`src/rtl/dlms_pkg.sv`:
```
`timescale 1ns / 1ps
// ----------------------------------------------------------------------------
// dlms_pkg
// Shared constants, codes and controller/datapath interface types.
// ----------------------------------------------------------------------------
package dlms_pkg;

  localparam int DATA_W  = 16;
  localparam int MOM_W   = 24;
  localparam int IDX_W   = 6;
  localparam int CNT_W   = 7;
  localparam int RATE_W  = 16;
  localparam int WADDR_W = 2 * IDX_W;
  localparam int WDEPTH  = 1 << WADDR_W;
  localparam int VDEPTH  = 1 << IDX_W;

  // Request codes carried in the low bits of the input tuser.
  localparam logic [1:0] REQ_LOAD = 2'd0;
  localparam logic [1:0] REQ_FWD  = 2'd1;
  localparam logic [1:0] REQ_BWD  = 2'd2;

  // Result kinds.
  localparam logic KIND_FWD = 1'b0;
  localparam logic KIND_BWD = 1'b1;

  // Configuration register indexes.
  localparam logic [1:0] REG_IN_CNT  = 2'd0;
  localparam logic [1:0] REG_OUT_CNT = 2'd1;
  localparam logic [1:0] REG_LRATE   = 2'd2;
  localparam logic [1:0] REG_MGAIN   = 2'd3;

  typedef struct packed {
    logic               rd;
    logic               mac;
    logic               first;
    logic               op_bias;
    logic               op_grad;
    logic               upd_p1;
    logic               upd_p2;
    logic               upd_m;
    logic               upd_w;
    logic               emit;
    logic               emit_kind;
    logic               emit_last;
    logic [IDX_W-1:0]   emit_idx;
    logic               clr;
    logic [IDX_W-1:0]   row;
    logic [IDX_W-1:0]   col;
    logic [WADDR_W-1:0] clr_addr;
  } cmd_t;

  typedef struct packed {
    logic out_free;
  } stat_t;

endpackage

```
`src/rtl/dlms_ctrl.sv`:
```
`timescale 1ns / 1ps
// ----------------------------------------------------------------------------
// dlms_ctrl
// Sequencer for clearing, forward sums, backward sums and momentum updates.
// ----------------------------------------------------------------------------
module dlms_ctrl #(
  parameter int MAX_INPUTS  = 64,
  parameter int MAX_OUTPUTS = 64
) (
  input  logic                        clk_i,
  input  logic                        rst_ni,
  input  logic                        in_valid_i,
  output logic                        in_ready_o,
  input  logic [1:0]                  req_type_i,
  input  logic                        last_i,
  input  logic [dlms_pkg::CNT_W-1:0]  in_cnt_i,
  input  logic [dlms_pkg::CNT_W-1:0]  out_cnt_i,
  input  dlms_pkg::stat_t             stat_i,
  output dlms_pkg::cmd_t              cmd_o
);

  typedef enum logic [11:0] {
    ST_CLR    = 12'b0000_0000_0001,
    ST_IDLE   = 12'b0000_0000_0010,
    ST_F_BIAS = 12'b0000_0000_0100,
    ST_F_RUN  = 12'b0000_0000_1000,
    ST_B_RUN  = 12'b0000_0001_0000,
    ST_DRAIN  = 12'b0000_0010_0000,
    ST_EMIT   = 12'b0000_0100_0000,
    ST_U_RD   = 12'b0000_1000_0000,
    ST_U_P1   = 12'b0001_0000_0000,
    ST_U_P2   = 12'b0010_0000_0000,
    ST_U_M    = 12'b0100_0000_0000,
    ST_U_W    = 12'b1000_0000_0000
  } state_e;

  localparam logic [dlms_pkg::CNT_W-1:0] MaxIn  = dlms_pkg::CNT_W'(MAX_INPUTS);
  localparam logic [dlms_pkg::CNT_W-1:0] MaxOut = dlms_pkg::CNT_W'(MAX_OUTPUTS);

  state_e                              state_q, state_d;
  logic [dlms_pkg::IDX_W-1:0]          r_q, r_d, c_q, c_d;
  logic                                mode_q, mode_d;
  logic                                ub_q, ub_d;
  logic                                dcnt_q, dcnt_d;
  logic [dlms_pkg::WADDR_W-1:0]        clr_q, clr_d;
  logic [dlms_pkg::CNT_W-1:0]          ni, no;
  logic                                c_last, r_last, accept;

  always_comb begin
    if (in_cnt_i == '0) begin
      ni = dlms_pkg::CNT_W'(1);
    end else if (in_cnt_i > MaxIn) begin
      ni = MaxIn;
    end else begin
      ni = in_cnt_i;
    end
    if (out_cnt_i == '0) begin
      no = dlms_pkg::CNT_W'(1);
    end else if (out_cnt_i > MaxOut) begin
      no = MaxOut;
    end else begin
      no = out_cnt_i;
    end
  end

  assign c_last     = ({1'b0, c_q} == ni - dlms_pkg::CNT_W'(1));
  assign r_last     = ({1'b0, r_q} == no - dlms_pkg::CNT_W'(1));
  assign in_ready_o = (state_q == ST_IDLE);
  assign accept     = in_valid_i && in_ready_o;

  always_comb begin
    state_d = state_q;
    r_d     = r_q;
    c_d     = c_q;
    mode_d  = mode_q;
    ub_d    = ub_q;
    dcnt_d  = dcnt_q;
    clr_d   = clr_q;
    cmd_o          = '0;
    cmd_o.row      = r_q;
    cmd_o.col      = c_q;
    cmd_o.clr_addr = clr_q;
    case (state_q)
      ST_CLR: begin
        cmd_o.clr = 1'b1;
        clr_d     = clr_q + 1'b1;
        if (&clr_q) begin
          state_d = ST_IDLE;
        end
      end
      ST_IDLE: begin
        if (accept && last_i) begin
          r_d = '0;
          c_d = '0;
          if (req_type_i == dlms_pkg::REQ_FWD) begin
            mode_d  = dlms_pkg::KIND_FWD;
            state_d = ST_F_BIAS;
          end else if (req_type_i == dlms_pkg::REQ_BWD) begin
            mode_d  = dlms_pkg::KIND_BWD;
            state_d = ST_B_RUN;
          end
        end
      end
      ST_F_BIAS: begin
        cmd_o.rd      = 1'b1;
        cmd_o.mac     = 1'b1;
        cmd_o.first   = 1'b1;
        cmd_o.op_bias = 1'b1;
        c_d           = '0;
        state_d       = ST_F_RUN;
      end
      ST_F_RUN: begin
        cmd_o.rd  = 1'b1;
        cmd_o.mac = 1'b1;
        if (c_last) begin
          state_d = ST_DRAIN;
        end else begin
          c_d = c_q + 1'b1;
        end
      end
      ST_B_RUN: begin
        cmd_o.rd      = 1'b1;
        cmd_o.mac     = 1'b1;
        cmd_o.op_grad = 1'b1;
        cmd_o.first   = (r_q == '0);
        if (r_last) begin
          state_d = ST_DRAIN;
        end else begin
          r_d = r_q + 1'b1;
        end
      end
      ST_DRAIN: begin
        if (dcnt_q) begin
          dcnt_d  = 1'b0;
          state_d = ST_EMIT;
        end else begin
          dcnt_d = 1'b1;
        end
      end
      ST_EMIT: begin
        if (stat_i.out_free) begin
          cmd_o.emit      = 1'b1;
          cmd_o.emit_kind = mode_q;
          if (mode_q == dlms_pkg::KIND_FWD) begin
            cmd_o.emit_idx  = r_q;
            cmd_o.emit_last = r_last;
            if (r_last) begin
              state_d = ST_IDLE;
            end else begin
              r_d     = r_q + 1'b1;
              state_d = ST_F_BIAS;
            end
          end else begin
            cmd_o.emit_idx  = c_q;
            cmd_o.emit_last = c_last;
            r_d             = '0;
            if (c_last) begin
              c_d     = '0;
              ub_d    = 1'b0;
              state_d = ST_U_RD;
            end else begin
              c_d     = c_q + 1'b1;
              state_d = ST_B_RUN;
            end
          end
        end
      end
      ST_U_RD: begin
        cmd_o.rd      = 1'b1;
        cmd_o.op_bias = ub_q;
        state_d       = ST_U_P1;
      end
      ST_U_P1: begin
        cmd_o.upd_p1  = 1'b1;
        cmd_o.op_bias = ub_q;
        state_d       = ST_U_P2;
      end
      ST_U_P2: begin
        cmd_o.upd_p2  = 1'b1;
        cmd_o.op_bias = ub_q;
        state_d       = ST_U_M;
      end
      ST_U_M: begin
        cmd_o.upd_m   = 1'b1;
        cmd_o.op_bias = ub_q;
        state_d       = ST_U_W;
      end
      ST_U_W: begin
        cmd_o.upd_w   = 1'b1;
        cmd_o.op_bias = ub_q;
        state_d       = ST_U_RD;
        if (ub_q) begin
          ub_d = 1'b0;
          c_d  = '0;
          if (r_last) begin
            state_d = ST_IDLE;
          end else begin
            r_d = r_q + 1'b1;
          end
        end else if (c_last) begin
          ub_d = 1'b1;
        end else begin
          c_d = c_q + 1'b1;
        end
      end
      default: begin
        state_d = ST_IDLE;
      end
    endcase
  end

  always_ff @(posedge clk_i or negedge rst_ni) begin
    if (!rst_ni) begin
      state_q <= ST_CLR;
      r_q     <= '0;
      c_q     <= '0;
      mode_q  <= dlms_pkg::KIND_FWD;
      ub_q    <= 1'b0;
      dcnt_q  <= 1'b0;
      clr_q   <= '0;
    end else begin
      state_q <= state_d;
      r_q     <= r_d;
      c_q     <= c_d;
      mode_q  <= mode_d;
      ub_q    <= ub_d;
      dcnt_q  <= dcnt_d;
      clr_q   <= clr_d;
    end
  end

endmodule

```
`config.mk`:
```
export PLATFORM = sky130hd
export DESIGN_NAME = dlms_ctrl
export DESIGN_NICKNAME = d
export VERILOG_FILES = /design/src/rtl/dlms_pkg.sv /design/src/rtl/dlms_ctrl.sv
export SDC_FILE = /design/constraint.sdc
export NUM_CORES = 1
export LEC_CHECK = 0
export ABC_AREA = 1
export BUFFER_PORTS_ARGS = -buffer_cell sky130_fd_sc_hd__buf_4
export CORE_MARGIN = 1.5
export CORE_UTILIZATION = 55
export CTS_BUF_LIST = sky130_fd_sc_hd__clkbuf_4 sky130_fd_sc_hd__clkbuf_8
export CTS_CLUSTER_SIZE = 10
export DETAILED_ROUTE_END_ITERATION = 7
export PLACE_DENSITY = 0.86
export SYNTH_ARGS = -nofsm -noshare
export SYNTH_HDL_FRONTEND = slang
export SYNTH_SLANG_ARGS = --single-unit
```
`constraint.sdc`:
```
create_clock -name clk_i -period 1.95 [get_ports clk_i]
set_input_delay 0.0975 -clock clk_i [delete_from_list [all_inputs] [get_ports clk_i]]
set_output_delay 0.0975 -clock clk_i [all_outputs]
set_load 0.1 [all_outputs]
```
; After elaboration in Yosys (flattened, before gate mapping)
; Index checks and enable logic that the tools add are counted.
[totals]
ff_bits = 39
in_bits = 21
wordCells = 110
[classes]
add_sub_neg = 5
magnitude_cmp = 2
eq_ne = 26
muxes = 52
reduce_logical = 18
[op_table]
columns = op, n
row1 = 12-bit case mux with 12 select lines, 1
row2 = 12-bit 2-to-1 mux, 9
row3 = 6-bit 2-to-1 mux, 10
row4 = 7-bit 2-to-1 mux, 5
row5 = 6-bit case mux with 5 select lines, 1
row6 = 8-bit 2-to-1 mux, 3
row7 = 6-bit case mux with 4 select lines, 1
row8 = 9-bit 2-to-1 mux, 2
row9 = 1-bit 2-to-1 mux, 16
row10 = 2-bit != test (second input constant), 8
row11 = 6-bit by 7-bit == test with 1-bit output, 2
row12 = 7-bit > comparator (second input constant), 2
row13 = 7-bit logical NOT, 2
row14 = 7-bit by 1-bit subtractor with 7-bit output (second input constant), 2
row15 = 12-bit by 1-bit adder with 12-bit output (second input constant), 1
row16 = 6-bit by 1-bit adder with 6-bit output (second input constant), 2
row17 = 12-bit by 1-bit == test with 1-bit output (second input constant), 1
row18 = 12-bit by 10-bit == test with 1-bit output (second input constant), 1
row19 = 12-bit by 11-bit == test with 1-bit output (second input constant), 1
row20 = 12-bit == test (second input constant), 1
row21 = 12-bit by 2-bit == test with 1-bit output (second input constant), 1
row22 = 12-bit by 3-bit == test with 1-bit output (second input constant), 1
row23 = 12-bit by 4-bit == test with 1-bit output (second input constant), 1
row24 = 12-bit by 5-bit == test with 1-bit output (second input constant), 1
row25 = other kinds (22), 28

; Longest topological paths before layout
; Gate-level depths: netlist of the first run.
[depth]
ltp_word = 9
depth_mapped = 17
depth_no_buf = 17

; Least setup slack after synthesis of the first run
; OpenSTA, ideal clock, no wires.
[synth_path]
path_type = register -> output
from = reg state_q[2]
to = out cmd_o[39] (netlist bit)
arrival_time_ps = 4942
required_ps = 1852
setup_slack_ps = -3089
path_stages_with_launch = 8
n_path_buf = 0
cell_sequence = dfrtp_1 > nor2_1 > nand3_2 > nor2_4 > inv_1 > nor4_2 > nor3_1 > o21ai_0
[synth_rtl]
columns = element, line
row1 = "start, declared", dlms_ctrl.sv:40  ; state_e state_q, state_d;
row2 = "start signal, assigned", dlms_ctrl.sv:222  ; state_q <= state_d;
row3 = "end, declared", dlms_ctrl.sv:19  ; output dlms_pkg::cmd_t cmd_o

; Worst setup path in the final report of the first run
[layout_path]
from = reg state_q[4]
to = reg r_q[2] (netlist bit)
[layout_via]
elab_chain_cells = 5
word_cells_on_any_way = 12
cone_classes = 7 x eq/ne / 1 x mux / 4 x reduce/logical
[layout_rtl]
columns = element, line
row1 = 12-bit by 2-bit == test with 1-bit output, "dlms_ctrl.sv:68, dlms_ctrl.sv:83"
row2 = 1-bit logical AND, dlms_ctrl.sv:69  ; assign accept = in_valid_i && in_ready_o;
row3 = 1-bit logical AND, dlms_ctrl.sv:92  ; if (accept && last_i) begin
row4 = 2-bit by 1-bit != test with 1-bit output (no line), -
row5 = 4-bit AND reduction (no line), -
row6 = "end signal, assigned", dlms_ctrl.sv:223  ; r_q <= r_d;
row7 = "end, declared", dlms_ctrl.sv:41  ; logic [dlms_pkg::IDX_W-1:0] r_q, r_d, c_q, c_d;
; Several ways; a longest one is shown, not always the timed one.
; A chain may end at the register's enable or synchronous reset.

==> impl_metrics.ini, run 1 <==
[route]
viasPerCell = 6.71
drc = 36
drtPass1Iterations = 8
num_vias = 4935
totalWireLength_um = 16700
ant_nets = 0
drtIter0Drc = 713
wire_per_inst_um = 22.7

[die]
coreArea_um2 = 5890
start_util_pct = 56.6
core.rowCount = 28
ios = 65
die_y_um = 80.9
die_w_um = 80.9
dieArea_um2 = 6540

[sta]
finalCriticalPeriod_ns = 2.44
period_share_pct = 125
slew_headroom_pct = 56.2
setup_ws_ns = -0.494
setup_violations = 49
fin_skew_ns = 0.00803
rsz0062_at_grt = true
tightest_slew_ns = 0.657
finalSetupTns_ns = -14.29
drv_slew = 0
whs_ns = 0.249
hold_violations = 0
fmax_mhz = 409

[cts]
clockBufferDepth = 2
cts_buffers = 5
cts-root-buf = clkbuf_8
clk_latency_ns = 0.32
clk_pin_slew_ns = 0.09
h-tree-depth = 2
cts_tree = built
clock_sinks = 39

[logic_synthesis]
synth_top_area_cell = dfrtp_1
ys_warn_count = 0
seq_area_frac_synth_pct = 29.3
syn_nets = 520
ys.flop_type = dfrtp_1
synth_top_area_share_pct = 28.5
syn_area_per_cell_um2 = 6.80
synthArstFlopShare_pct = 100
syn_area_um2 = 3330
syn_inst = 490
synthTopCellsByCount = nand2_1, inv_1, nor2_1
synth_seq_cells = 39
synth.most_common_cell = nand2_1
yosysUniqueCellTypes = 45
synth_edf_count = 0
synth_area_leaders = dfrtp_1, nand2_1, inv_1, nor2_1, nand3_1

[global_route]
antenna_found_initial = 0
grt_pass1_vias = 4022
grtUsageTotal_pct = 36.7
grt_first_pass_wirelength_um = 18300
grt_max_degree = 40
grt.overflow.total = 0

[placed_design]
gp_congestion = 0.981
place_inst = 684
portBuffers = 64
dp_hpwl_um = 7490
post-place-ws_ns = -0.323
placed_area_um2 = 4530

[run]
cap_violations = 0

[worst_setup_path]
crit_start = state_q[4]
cp_max_fo = 5
worstPathArrival_ns = 2.68
worst_setup_path_start_kind = flip-flop
required_ns = 2.18
end_kind = flip-flop
rr_startpoint = state_q[4]
path_class = flip-flop to flip-flop

[status]
violations = DRC, setup timing
status = finished, violations left

[pwr]
p_comb_share_pct = 69.9
total_power_mw = 6.06
p_sw_mw = 3.17
clkPwrFrac_pct = 12.1
internal-power_mw = 2.90
p_per_area_nw_per_um2 = 1090
p_sw_share_pct = 52.2
power_leakage_nw = 2.78
p_seq_share_pct = 18.0
vdd_drop_max_mv = 1.32

[final_layout]
drive_above_1_share_pct = 48.3
fin_util_pct = 94.9
finalNonFillerCells = 736
synthToLayoutAreaGrowth_pct = 67.6
nets = 690
antennaDiodeCount = 0
final_area_um2 = 5590

[hold_path]
min_from = req_type_i[0]
min_path_type = input pin to flip-flop
cell usage in the layout, fill, tap and decap left out, types with 8 or more instances in the layout:
cell / instances
inv_2: 15
buf_12: 17
buf_4: 130
dfrtp_1: 24
nor2_1: 43
nand2_2: 19
xor2_1: 16
inv_1: 61
ha_1: 8
buf_6: 18
nand2_4: 8
nor2_2: 12
dfrtp_2: 13
o21ai_1: 8
nand3_1: 27
o21ai_0: 12
a21oi_1: 10
nand2_1: 89
nand4_1: 16
nor2_4: 22
cell families (layout without fill, tap and decap cells):
logic type	Yosys count	after routing	synth area share, %
simple gates	283	283	42.6
mux	1	1	0.300
buf+inv	86	257	9.68
xor+xnor	20	20	5.67
fa+ha+maj	9	9	3.38
compound gates	52	52	9.01
flops	39	39	29.3
sequential cells by signal (all words and copies together), names as in the netlist:
signal,flops
mode_q,1
clr_q,12
r_q,6
dcnt_q,1
state_q,12
c_q,6
ub_q,1
critical path, stage by stage, from the launching register on:
cell and delay [ns]:
dfrtp_1 0.46, nor2_2 0.23, nand2_2 0.17, buf_6 0.16, nor3_4 0.21, buf_4 0.14, buf_4 0.15, nor3_2 0.08
nor3_4 0.19, nand2_2 0.15, o21ai_1 0.20, nor3b_2 0.20
per-layer routing:
metal | global-route usage, % | vias to the layer above | wire length [um]
met5 | 0 | - | 0
met3 | 5.84 | 230 | 2150
met1 | 41.5 | 2188 | 5080
met4 | 18.1 | 0 | 1790
met2 | 66.8 | 583 | 7710
li1 | - | 1934 | -
power groups by stage:
stage	Clock [mW]	Sequential, mW	Combinational (mW)
final	0.735	1.09	4.24
after global routing	0.753	1.09	4.38
after CTS	0.699	1.04	3.20
after detailed placement	0	1.05	2.64
after global placement	0	1.04	2.54
after floorplan	0	1.17	1.75
timing repair:
| action | CTS | global route |
|---|---|---|
| buffers inserted | 24 | 21 |
| gates resized for setup | 87 | 79 |
| endpoints found under the hold margin | 38 | 0 |
| endpoints found under the setup margin | 31 | 46 |
| pin swaps | 28 | 31 |
| hold buffers | 1 | 0 |
worst paths after layout:
check | cells past startpoint | slack, ns | end
min in group asynchronous | 2 | 0.31 | clr_q[8]
max reg2reg | 11 | -0.49 | r_q[2]
max | 11 | -0.49 | r_q[2]
min reg2reg | 1 | 0.51 | clr_q[11]
min | 3 | 0.25 | mode_q
max in group asynchronous | 2 | 1.21 | r_q[0]
area by class of cell:
| class | count | area [um^2] |
|---|---|---|
| Inverter | 83 | 333 |
| Timing Repair Buffer | 166 | 1530 |
| Sequential cell | 39 | 997 |
| Multi-Input combinational cell | 365 | 2520 |
| Clock inverter | 3 | 43.8 |
| Fill cell | 163 | 298 |
| Clock buffer | 5 | 68.8 |
| Tap cell | 75 | 93.8 |
(Power assumes the default switching activity.)
==> run 2: changes to the inputs <==
ABC_AREA = not set   (was 1)
PLACE_DENSITY = 0.87   (was 0.86)
SKIP_CTS_REPAIR_TIMING = 1   (was not set)
==> impl_metrics.ini, run 2 <==
[logic_synthesis]
synthArstFlopShare_pct = 100
synthTopCellsByCount = dfrtp_1, nor2_1, nand2_1
synth_top_area_share_pct = 32.0
yosysUniqueCellTypes = 65
ys.flop_type = dfrtp_1
seq_area_frac_synth_pct = 32.9
syn_area_um2 = 2970
synth_edf_count = 0
synth_area_leaders = dfrtp_1, xnor2_1, xor2_1, ha_1, nor2_1
ys_warn_count = 0
syn_nets = 363
synth_seq_cells = 39
synth.most_common_cell = dfrtp_1
syn_inst = 333
syn_area_per_cell_um2 = 8.91
synth_top_area_cell = dfrtp_1

[cts]
cts-root-buf = clkbuf_8
clockBufferDepth = 2
cts_buffers = 5
clock_sinks = 39
h-tree-depth = 2

[sta]
worst_endpoint = cmd_o[31]
worstEndpointType = primary output

[status]
tool.error = [ERROR DPL-0038] Utilization greater than 100%, impossible to legalize
lastStage = global routing (5_1_grt)
status = aborted with a tool error

[global_route]
grt_max_degree = 40

[placed_design]
place_inst = 539
portBuffers = 64
dp_hpwl_um = 7270
gp_congestion = 0.984
post-place-ws_ns = -0.681

[die]
die_y_um = 76.5
start_util_pct = 57.7
core.rowCount = 26
die_w_um = 76.5
ios = 65
run 2: cell families after synthesis:
| family | after synthesis | synth area share, % |
|---|---|---|
| AO/OA/AOI/OAI | 74 | 17.9 |
| XOR/XNOR | 31 | 9.15 |
| adder cells (fa/ha/maj) | 9 | 3.79 |
| buffers and inverters | 35 | 5.14 |
| flip-flops | 39 | 32.9 |
| multiplexers | 13 | 4.51 |
| AND/OR/NAND/NOR | 132 | 26.6 |
run 2: through the flow:
step | TNS [ns] | util (%) | hold WS (ns) | cell area [um^2]
2_1_floorplan | -8.98 | - | -0.198 | 3330
4_1_cts | -12.96 | 88.7 | -0.222 | 4560
3_5_place_dp | -10.53 | 86.4 | 0.109 | 4440
3_3_place_gp | -7.90 | 86.4 | 0.0998 | 4440
==> run 3: changes to the inputs <==
CORE_UTILIZATION = 40   (was 55)
CTS_BUF_LIST = not set   (was sky130_fd_sc_hd__clkbuf_4 sky130_fd_sc_hd__clkbuf_8)
CTS_CLUSTER_SIZE = not set   (was 10)
PLACE_DENSITY = not set   (was 0.87)
PLACE_DENSITY_LB_ADDON = 0.15   (was not set)
==> impl_metrics.ini, run 3 <==
[logic_synthesis]
syn_inst = 333
synthAdderAreaFrac_pct = 3.79
synth.most_common_cell = dfrtp_1
ys_warn_count = 0
synth_compound_area_share_pct = 17.9
synth_top_family_by_area = simple AND/OR/NAND/NOR gates
syn_nets = 363
syn_area_per_cell_um2 = 8.91
ys.flop_type = dfrtp_1
synthTopCellsByCount = dfrtp_1, nor2_1, nand2_1
synth_edf_count = 0
syn_area_um2 = 2970
yosysUniqueCellTypes = 65
synth_seq_cells = 39
seq_area_frac_synth_pct = 32.9
synthArstFlopShare_pct = 100
synth_simple_gate_area_share_pct = 26.6
synth_top_area_share_pct = 32.0
synth_top_area_cell = dfrtp_1
synthXorXnorAreaFrac_pct = 9.15
synthMuxAreaShare_pct = 4.51
synth_area_leaders = dfrtp_1, xnor2_1, xor2_1, ha_1, nor2_1

[final_layout]
synthToLayoutAreaGrowth_pct = 79.7
drive_above_1_share_pct = 57.7
most-common-layout-cells = buf_4, nand2_1, dfrtp_1
final_common_cell = buf_4
top_regs = clr_q: 12 flops, state_q: 12 flops
antennaDiodeCount = 0
nets = 530
nFillCells = 561

[sta]
setup_ws_ns = -0.445
hold_violations = 0
fmax_mhz = 417
fin_skew_ns = 0.00694
finalCriticalPeriod_ns = 2.40
period_share_pct = 123
slew_headroom_pct = 64.5
whs_ns = 0.162
rsz0062_at_grt = true
finalSetupTns_ns = -8.67
tightest_slew_ns = 0.533
setup_violations = 48
drv_slew = 0

[cts]
cts_buffers = 5
clk_pin_slew_ns = 0.08
clock_sinks = 39
cts_tree = built
clk_latency_ns = 0.30
clockBufferDepth = 2
h-tree-depth = 2
cts-root-buf = clkbuf_8

[hold_path]
min_path_type = input pin to flip-flop
hold_depth = 2

[global_route]
grtUsageTotal_pct = 22.9
grt_max_degree = 40
antenna_found_initial = 0
grt_pass1_vias = 3013
grt_first_pass_wirelength_um = 14100
grt.overflow.total = 0

[die]
die_y_um = 89.1
dieArea_um2 = 7950
core.rowCount = 31
ios = 65
die_w_um = 89.1
start_util_pct = 41.1
coreArea_um2 = 7210

[worst_setup_path]
end_kind = output pin
path_class = input pin to output pin
worst_setup_path_start_kind = input pin
required_ns = 1.85
worstPathArrival_ns = 2.30
max_stage_delay_ns = 0.35
r2r_slack_ns = -0.35
crit_slowest_cell = nor4_4
r2r_cells = 7
cp_max_fo = 5
crit_chain = buf_8, nor4_4, nor2b_1, o21ai_1, ha_2, nand2_1, mux2i_1, a21o_1, xnor2_2, nor4_4, nand2_1, a21oi_4, buf_12

[run]
cap_violations = 0

[route]
drc = 0
viasPerCell = 5.37
num_vias = 3220
ant_nets = 0
wire_per_inst_um = 16.4
drtPass1Iterations = 4
totalWireLength_um = 9820
drtIter0Drc = 148

[placed_design]
dp_hpwl_um = 6840
gp_congestion = 0.886
post-place-ws_ns = -0.701
portBuffers = 64

[pwr]
p_per_area_nw_per_um2 = 966
vdd_drop_max_mv = 0.788
power_leakage_nw = 2.32

[status]
violations = setup timing
status = finished, violations left
[run 3: cell counts after synthesis]
Identical to the previous run, type by type.
[run 3: area by class of cell]
cell class / instances / area, um^2 / share of cell area [%]
Inverter: 21 / 98.8 / 1.85
Multi-Input combinational cell: 260 / 2380 / 44.7
Sequential cell: 39 / 1010 / 19.0
Tap cell: 99 / 124 / 2.32
Timing Repair Buffer: 173 / 1600 / 30.0
Clock buffer: 5 / 68.8 / 1.29
Clock inverter: 3 / 47.5 / 0.892
[run 3: worst max-delay path, delay by kind of cell]
| family | cells | cell delay, ns |
|---|---|---|
| AND/OR/NAND/NOR | 5 | 1.00 |
| AO/OA/AOI/OAI | 3 | 0.47 |
| buffers and inverters | 2 | 0.29 |
| adder cells (fa/ha/maj) | 1 | 0.22 |
| XOR/XNOR | 1 | 0.16 |
| multiplexers | 1 | 0.07 |
[run 3: metrics by stage]
stage,std cells,area (um^2),power (mW),utilization [%]
detailed placement,568,4480,3.76,62.1
CTS,576,4600,4.49,63.7
global placement,568,4480,3.71,62.1
finish,600,5330,5.15,73.9
global route,600,5330,5.40,73.9
floorplan,333,3330,2.86,-
[run 3: path summary, 6_finish.rpt]
| path | startpoint | endpoint |
|---|---|---|
| worst max-delay path | in_cnt_i[5] | cmd_o[31] |
| worst min-delay path | stat_i | state_q[6] |
| worst min register to register | dcnt_q | dcnt_q |
| worst max register to register | state_q[11] | c_q[1] |
| max in group asynchronous | rst_ni | c_q[2] |
| min in group asynchronous | rst_ni | clr_q[8] |
[run 3: power breakdown]
part           internal, mW  total (mW)  switching, mW
Clock                 0.388       0.718          0.330
Combinational          1.45        3.41           1.96
Sequential            0.909        1.02          0.113
Total                  2.75        5.15           2.41
[run 3: kinds of logic (layout without fill, tap and decap cells)]
family	Yosys count	count (layout)
simple gates	132	133
compound gates	74	74
flops	39	39
buf+inv	35	202
xor+xnor	31	31
mux	13	13
fa+ha+maj	9	9
[run 3: routing by layer]
metal,GRT usage (%),routed length [um],vias up
li1,-,-,1554
met1,29.5,4220,1591
met2,39.4,5190,71
met3,4.06,342,4
met4,6.57,65,0
met5,0,0,-
